==> config.mk <==
export PLATFORM = sky130hd
export DESIGN_NAME = diag_adaptation_priority_manager
export DESIGN_NICKNAME = d
export VERILOG_FILES = /design/src/rtl/core/dapm_pkg.sv /design/src/rtl/core/diag_adaptation_priority_manager.sv /design/src/rtl/core/dapm_cfg.sv /design/src/rtl/core/dapm_decide.sv
export SDC_FILE = /design/constraint.sdc
export NUM_CORES = 1
export LEC_CHECK = 0
export ABC_AREA = 0
export BUFFER_PORTS_ARGS = -buffer_cell sky130_fd_sc_hd__buf_4
export CORE_MARGIN = 2
export CORE_UTILIZATION = 30
export CTS_BUF_LIST = sky130_fd_sc_hd__clkbuf_4 sky130_fd_sc_hd__clkbuf_8
export CTS_CLUSTER_DIAMETER = 50
export CTS_CLUSTER_SIZE = 28
export DETAILED_ROUTE_END_ITERATION = 10
export PLACE_DENSITY_LB_ADDON = 0.12
export SYNTH_ARGS = -nofsm -noshare
export SYNTH_HDL_FRONTEND = slang
export SYNTH_SLANG_ARGS = --single-unit
==> constraint.sdc <==
create_clock -name clk -period 2.75 [get_ports clk]
set_clock_uncertainty 0.2 [all_clocks]
set_input_delay 0.1375 -clock clk [delete_from_list [all_inputs] [get_ports clk]]
set_output_delay 0.1375 -clock clk [all_outputs]
set_load 0.02 [all_outputs]
==> src/rtl/core/dapm_pkg.sv <==
// ----------------------------------------------------------------------------
// dapm_pkg
// Types, register indexes and helpers shared by the mixture priority manager.
// ----------------------------------------------------------------------------
package dapm_pkg;

	localparam int MAX_DELAY  = 50;
	localparam int HOLD_LIMIT = (MAX_DELAY < 63) ? MAX_DELAY : 63;
	localparam int HOLD_W     = 6;
	localparam int CFG_IDX_W  = 2;
	localparam int CFG_DATA_W = 16;

	localparam logic [CFG_IDX_W-1:0] CFG_CONC_THRESHOLD = CFG_IDX_W'(0);
	localparam logic [CFG_IDX_W-1:0] CFG_RELEASE_DELAY  = CFG_IDX_W'(1);

	localparam logic [7:0] RELEASE_DELAY_RESET = 8'd10;

	typedef struct packed {
		logic        flex_fuel_busy;
		logic        saf_diag_req_in;
		logic        lambda_saf_active;
		logic        intrusive_cond;
		logic [15:0] canister_fuel_conc;
		logic        cpc_no_effect;
		logic        egr_no_effect;
		logic        lfbk_test_request;
		logic        afa_auth_request;
		logic        afa_learn_inhibit;
		logic        low_fuel_level;
		logic        misfire_obd_fail;
	} dapm_in_t;

	typedef struct packed {
		logic              prio_mgt_active;
		logic              saf_request_flag;
		logic              saf_diag_enable_out;
		logic              lfbk_test_enable_out;
		logic              afa_adapt_enable;
		logic              countdown_flag;
		logic [HOLD_W-1:0] delay_remaining;
	} dapm_out_t;

	// configuration as seen by the decision logic
	typedef struct packed {
		logic [15:0]       conc_threshold;
		logic [HOLD_W-1:0] reload;
	} dapm_cfg_t;

	function automatic logic [HOLD_W-1:0] clamp_hold(input logic [7:0] v);
		if (v < 8'(HOLD_LIMIT)) begin
			return v[HOLD_W-1:0];
		end
		return HOLD_W'(HOLD_LIMIT);
	endfunction

endpackage

==> src/rtl/core/diag_adaptation_priority_manager.sv <==
// ----------------------------------------------------------------------------
// diag_adaptation_priority_manager
// Fixed-priority grant of four mixture functions with a release countdown.
// ----------------------------------------------------------------------------
// One beat per task tick goes in and exactly one result beat comes out. A beat
// is taken into an input register, the grant decision is made in one pass of
// logic, and the result with the updated state lands in a result register. A
// new beat is taken every cycle while the result side keeps up. The result
// register decouples the two sides: a beat can be taken while the previous
// result still waits. Configuration writes take effect at once and are meant
// for when no beat is in flight.
module diag_adaptation_priority_manager (
	input  logic                              clk,
	input  logic                              arst_n,
	input  logic                              item_valid,
	output logic                              item_ready,
	input  dapm_pkg::dapm_in_t                item,
	output logic                              result_valid,
	input  logic                              result_ready,
	output dapm_pkg::dapm_out_t               result,
	input  logic                              cfg_we,
	input  logic [dapm_pkg::CFG_IDX_W-1:0]   cfg_index,
	input  logic [dapm_pkg::CFG_DATA_W-1:0]  cfg_wdata
);
	import dapm_pkg::*;

	dapm_cfg_t cfg;
	dapm_in_t  item_s1;
	logic      valid_s1;
	logic      advance;
	dapm_out_t next_result;
	dapm_out_t result_q;
	logic      result_valid_q;

	assign advance    = valid_s1 && (!result_valid_q || result_ready);
	assign item_ready = !valid_s1 || advance;

	dapm_cfg u_cfg (
		.clk       (clk),
		.arst_n    (arst_n),
		.cfg_we    (cfg_we),
		.cfg_index (cfg_index),
		.cfg_wdata (cfg_wdata),
		.cfg       (cfg)
	);

	dapm_decide u_decide (
		.clk         (clk),
		.arst_n      (arst_n),
		.advance     (advance),
		.item_s1     (item_s1),
		.cfg         (cfg),
		.next_result (next_result)
	);

	always_ff @(posedge clk or negedge arst_n) begin
		if (!arst_n) begin
			valid_s1 <= 1'b0;
		end else if (item_ready) begin
			valid_s1 <= item_valid;
		end
	end

	always_ff @(posedge clk) begin
		if (item_valid && item_ready) begin
			item_s1 <= item;
		end
	end

	always_ff @(posedge clk or negedge arst_n) begin
		if (!arst_n) begin
			result_valid_q <= 1'b0;
		end else if (advance) begin
			result_valid_q <= 1'b1;
		end else if (result_ready) begin
			result_valid_q <= 1'b0;
		end
	end

	always_ff @(posedge clk) begin
		if (advance) begin
			result_q <= next_result;
		end
	end

	assign result_valid = result_valid_q;
	assign result       = result_q;

endmodule

==> src/rtl/core/dapm_cfg.sv <==
// ----------------------------------------------------------------------------
// dapm_cfg
// Configuration registers: concentration threshold and clamped release reload.
// ----------------------------------------------------------------------------
module dapm_cfg (
	input  logic                              clk,
	input  logic                              arst_n,
	input  logic                              cfg_we,
	input  logic [dapm_pkg::CFG_IDX_W-1:0]   cfg_index,
	input  logic [dapm_pkg::CFG_DATA_W-1:0]  cfg_wdata,
	output dapm_pkg::dapm_cfg_t               cfg
);
	import dapm_pkg::*;

	logic [15:0] conc_threshold_q;
	logic [7:0]  release_delay_q;

	always_ff @(posedge clk or negedge arst_n) begin
		if (!arst_n) begin
			conc_threshold_q <= '0;
			release_delay_q  <= RELEASE_DELAY_RESET;
		end else if (cfg_we) begin
			case (cfg_index)
				CFG_CONC_THRESHOLD: conc_threshold_q <= cfg_wdata[15:0];
				CFG_RELEASE_DELAY:  release_delay_q  <= cfg_wdata[7:0];
				default: ;
			endcase
		end
	end

	assign cfg.conc_threshold = conc_threshold_q;
	assign cfg.reload         = clamp_hold(release_delay_q);

endmodule

==> src/rtl/core/dapm_decide.sv <==
// ----------------------------------------------------------------------------
// dapm_decide
// Grant state and fixed-priority decision for one tick.
// ----------------------------------------------------------------------------
module dapm_decide (
	input  logic                 clk,
	input  logic                 arst_n,
	input  logic                 advance,
	input  dapm_pkg::dapm_in_t   item_s1,
	input  dapm_pkg::dapm_cfg_t  cfg,
	output dapm_pkg::dapm_out_t  next_result
);
	import dapm_pkg::*;

	dapm_out_t st_q;
	dapm_out_t nxt;
	logic      qualify;

	assign qualify = item_s1.intrusive_cond
		&& (item_s1.canister_fuel_conc <= cfg.conc_threshold)
		&& !st_q.lfbk_test_enable_out && !st_q.saf_diag_enable_out
		&& !st_q.afa_adapt_enable && !st_q.saf_request_flag;

	always_comb begin
		nxt = st_q;
		if (st_q.countdown_flag) begin
			if (st_q.delay_remaining != '0) begin
				nxt.delay_remaining = clamp_hold(8'(st_q.delay_remaining - HOLD_W'(1)));
			end else begin
				nxt.countdown_flag  = 1'b0;
				nxt.prio_mgt_active = 1'b0;
				nxt.delay_remaining = cfg.reload;
			end
		end else if (qualify) begin
			nxt.prio_mgt_active = 1'b1;
		end else if (st_q.prio_mgt_active) begin
			// release starts once the intrusive conditions drop
			if (!item_s1.intrusive_cond) begin
				nxt.countdown_flag = 1'b1;
			end
		end else if (item_s1.saf_diag_req_in) begin
			nxt.saf_request_flag     = 1'b1;
			nxt.afa_adapt_enable     = 1'b0;
			nxt.lfbk_test_enable_out = 1'b0;
			nxt.saf_diag_enable_out  = item_s1.lambda_saf_active && item_s1.cpc_no_effect
				&& item_s1.egr_no_effect && !item_s1.flex_fuel_busy;
		end else begin
			nxt.saf_request_flag    = 1'b0;
			nxt.saf_diag_enable_out = 1'b0;
			if (item_s1.lfbk_test_request) begin
				nxt.afa_adapt_enable     = 1'b0;
				nxt.lfbk_test_enable_out = item_s1.cpc_no_effect && item_s1.egr_no_effect
					&& !item_s1.flex_fuel_busy;
			end else begin
				nxt.lfbk_test_enable_out = 1'b0;
				nxt.afa_adapt_enable = item_s1.afa_auth_request && !item_s1.afa_learn_inhibit
					&& item_s1.cpc_no_effect && !item_s1.flex_fuel_busy
					&& !item_s1.low_fuel_level && !item_s1.misfire_obd_fail;
			end
		end
	end

	always_ff @(posedge clk or negedge arst_n) begin
		if (!arst_n) begin
			st_q <= '0;
		end else if (advance) begin
			st_q <= nxt;
		end
	end

	assign next_result = nxt;

endmodule

Word level (Yosys, flattened, before mapping):

Index checks and enable logic that the tools add are counted.

* output and inout port bits: 14
* bits in registers: 77
* input port bits: 50

* $add $sub $neg: 1
* reduce and logical (&&, ||, !) cells: 34
* eq/ne operators: 1
* order comparisons: 3
* mux-type cells: 24

Operator list (count)
* $mux W6: 6
* $logic_and A1 B1 Y1: 17
* $le A16 B16 Y1: 1
* $lt A8 B6 Y1 const B: 2
* $mux W1: 13
* $mux W4: 3
* $logic_not A1 Y1: 10
* $sub A6 B1 Y7 const B: 1
* $reduce_bool A6 Y1: 1
* $mux W5: 1
* $reduce_and A2 Y1: 2
* $eq A2 B1 Y1 const B: 1
* $logic_not A2 Y1: 1
* $logic_or A1 B1 Y1: 2
* $mux W2: 1
* $reduce_bool A2 Y1: 1

Longest topological paths before layout:

* depth after elaboration: 11
* gate-level depth with buffers: 8
* mapped depth without buffers: 8

Cells and area by module:

Synthesis repeated with hierarchy kept, for this count alone.

* cell total of the unflattened synthesis: 294
* area, all modules: 3699.8 um^2

By module, submodules not included
* dapm_decide: cells each 185, seq. area each 300.3 um^2, area an instance 1452.6 um^2, times used 1
* diag_adaptation_priority_manager: cells each 47, seq. area each 1221.2 um^2, area an instance 1275.0 um^2, times used 1
* dapm_cfg: cells each 62, seq. area each 603.1 um^2, area an instance 972.2 um^2, times used 1

Worst setup path after synthesis:

OpenSTA, ideal clock, no wires.

* path kind: reg-to-reg
* from: reg u_decide.st_q[0] in the netlist's numbering
* to: reg result_q, in the netlist result[1] (data pin)
* slack: 293 ps
* buffers on the path: 0
* stages on the path, launching flop included: 9
* library setup time: 260 ps
* period minus slack after synthesis: 2457 ps
* data arrival time: 1998 ps
* path through: dfrtp_1 inv_1 ha_1 nand2b_4 or4_4 nor4_4 and2b_1 a21oi_1 mux2_2

RTL lines
* start: declaration: RTL line dapm_decide.sv:15 `dapm_out_t st_q;`
* start signal: assignment: RTL line dapm_decide.sv:67 `st_q <= nxt;`
* end signal: assignment: RTL line diag_adaptation_priority_manager.sv:82 `result_q <= next_result;`
* end: declaration: RTL line diag_adaptation_priority_manager.sv:32 `dapm_out_t result_q;`

==> flow_summary.ini <==
[logic_synthesis]
async_flop_share_pct = 49.4
synth_edf_count = 39
syn-num-nets = 361
synth_top_flop_cell = edfxtp_1
yosys.area_share.simple_pct = 13.2
synth-compound-area-share_pct = 11.4
synth_top_family_by_area = simple AND/OR/NAND/NOR gates
synthCells = 294
synth.area.mux_share_pct = 4.84
avgSynthCellArea_um2 = 11.9
synth-seq-area-share_pct = 60.8
synth-seq-cells = 77
synth_xor_area_share_pct = 0
synth_fa_ha_area_share_pct = 6.09
ys_types = 46
synth_area_um2 = 3490
ys_warn_count = 0

[timing]
rsz0062_at_grt = false
setup_tns_ns = 0
hold_violations = 0
tightest_slew_ns = 0.516
fin_crit_sh_pct = 95.0
min_period_ns = 2.61
setup_violations = 0
finalMaxSlewViolations = 0
fmax_mhz = 383
maxSlewHeadroom_pct = 65.6

[clock_tree]
post_cts_buffers = 0
cts_made_buffers = 9
clk_latency_ns = 0.35
clock_path_buffers = 2
root_buffer = clkbuf_8
tritoncts = done
cts_sinks = 77
h-tree-depth = 3
cts.reportedPaths.clkPinSlew_ns = 0.08

[detailed_routing]
drc = 0
vias = 2585
first_pass_iters = 4
drt-initial-drc-count = 82
drt-wirelength-per-cell_um = 13.8
via_per_inst = 4.62
drtAntennaViolNets = 0
wl_um = 7730

[hold_path]
hp-class = input pin to asynchronous set/reset pin

[layout]
finalInstanceArea_um2 = 4790
final_common_cell = buf_4
drive_above_1_share_pct = 26.0
fin_cells = 559
area_growth_pct = 37.2
fin_util_pct = 42.1
nNetsFinal = 478
n_antenna_cell = 0
fillers = 1089
final_cell_mix = buf_4, dlygate4sd3_1, nand2_1

[power_and_ir_drop]
leakagePower_nw = 2.01
ir_drop_mv = 0.305
p_total_mw = 3.56
powerDensity_nw_per_um2 = 743

[die]
die-height_um = 112
die_x_um = 112
start_util_pct = 30.7
coreArea_um2 = 11400
row_count = 39
dieArea_um2 = 12500
io_pins = 64

[global_routing]
grt_use_total_pct = 13.4
grt_pass1_vias = 2746
grt_max_degree = 39
gr-total-overflow = 0
antenna_found_initial = 0
use_met1_pct = 17.1
met3_usage_pct = 2.99
grt_use_met2_pct = 21.6
grt-busiest-layer = met2
grt_pass1_wl_um = 13100

[placed_design]
numPortBuffers = 63
gp_congestion = 0.757
place_inst = 496
dp_hpwl_um = 5160
placed_area_um2 = 4140

[setup_path]
cp-end-kind = flip-flop
cp.arrival_ns = 2.53
required_ns = 2.67
crit_slowest_cell = or4_4
worst_setup_path_startpoint = u_decide.st_q[0]
worstSetupStartpointType = flip-flop
path_cells = inv_1 -> ha_2 -> nand2b_4 -> or4_4 -> nor4_4 -> and2b_1 -> a21oi_1 -> mux2_2
r2r-start = u_decide.st_q[0]
slowest_delay_ns = 0.47
r2r_slack_ns = 0.14
crit_fanout = 7
critPathKind = flip-flop to flip-flop

[status]
status = complete, no violations

[run]
drv_cap = 0
==> layout make-up <==
class	count	area, µm²	share of cell area (%)
sequential	77	2120	44.3
multi-input combinational	187	1250	26.1
timing repair buffer	114	973	20.3
tap	143	179	3.73
clock buffer	14	174	3.63
inverter	22	82.6	1.72
clock inverter	2	10.0	0.209
==> critical path, delay by kind of cell, from the launching register on <==
kind | cells | cell delay [ns]
compound gates | 1 | 0.05
fa+ha+maj | 1 | 0.24
simple gates | 4 | 1.07
buf+inv | 1 | 0.11
mux | 1 | 0.27
flops | 1 | 0.44
==> where the power goes <==
group	switching, mW	internal [mW]
combinational	0.573	0.523
sequential	0.178	1.47
clock	0.405	0.406
total	1.16	2.40
==> path summary, 6_finish.rpt <==
path,to,cells past startpoint
max,result[1],8
min,u_decide.st_q[5],2
max reg2reg,result[1],8
min reg2reg,result_valid,1
max in group asynchronous,u_cfg.release_delay_q[1],2
min in group clk,u_cfg.conc_threshold_q[14],4
==> metal layers <==
layer / up-vias / routed length, µm
met5: - / 0
met4: 0 / 197
met3: 15 / 307
met2: 58 / 3680
met1: 1219 / 3550
li1: 1293 / -
==> registers in the layout, indices dropped and copies added, names as in the netlist <==
register	cells
item_s1	27
u_decide.st_q	12
result_valid	1
u_cfg.conc_threshold_q	16
result	12
u_cfg.release_delay_q	8
valid_s1	1
==> cells in the mapped netlist, types with 2 or more instances <==
cell | number | share of area (%)
a2111oi_0 | 2 | 0.50
a21o_1 | 2 | 0.43
a21oi_1 | 13 | 1.9
a22o_1 | 2 | 0.50
and2_1 | 2 | 0.36
buf_2 | 3 | 0.43
clkbuf_1 | 3 | 0.32
dfrtp_1 | 36 | 26
dfstp_2 | 2 | 1.5
edfxtp_1 | 39 | 34
ha_1 | 17 | 6.1
inv_1 | 21 | 2.3
mux2_2 | 15 | 4.8
nand2_1 | 42 | 4.5
nand2b_1 | 5 | 0.90
nand3_1 | 4 | 0.57
nand3b_1 | 4 | 0.86
nand4_1 | 5 | 0.90
nor2_1 | 10 | 1.1
nor3_1 | 4 | 0.57
nor3b_1 | 2 | 0.43
nor4_1 | 3 | 0.54
o21ai_0 | 32 | 4.6
o31ai_1 | 3 | 0.64
or3_1 | 2 | 0.36
==> metrics by stage <==
| stage | hold WS [ns] | worst slack, ns |
|---|---|---|
| floorplan | -0.358 | 0.293 |
| global placement | -0.0341 | 0.166 |
| detailed placement | -0.0383 | 0.0984 |
| CTS | 0.108 | 0.0780 |
| global route | 0.133 | 0.0169 |
| finish | 0.100 | 0.138 |
==> logic make-up (layout without fill, tap and decap cells) <==
family	Yosys count	after routing
compound gates	65	65
flops	77	77
fa+ha+maj	17	17
simple gates	90	90
buf+inv	30	152
mux	15	15
==> timing repair <==
item                                    CTS  global route
gates resized for setup                   0             1
endpoints found under the hold margin    91             0
hold buffers                             47             0
endpoints found under the setup margin    0             1
(Power assumes the default switching activity.)
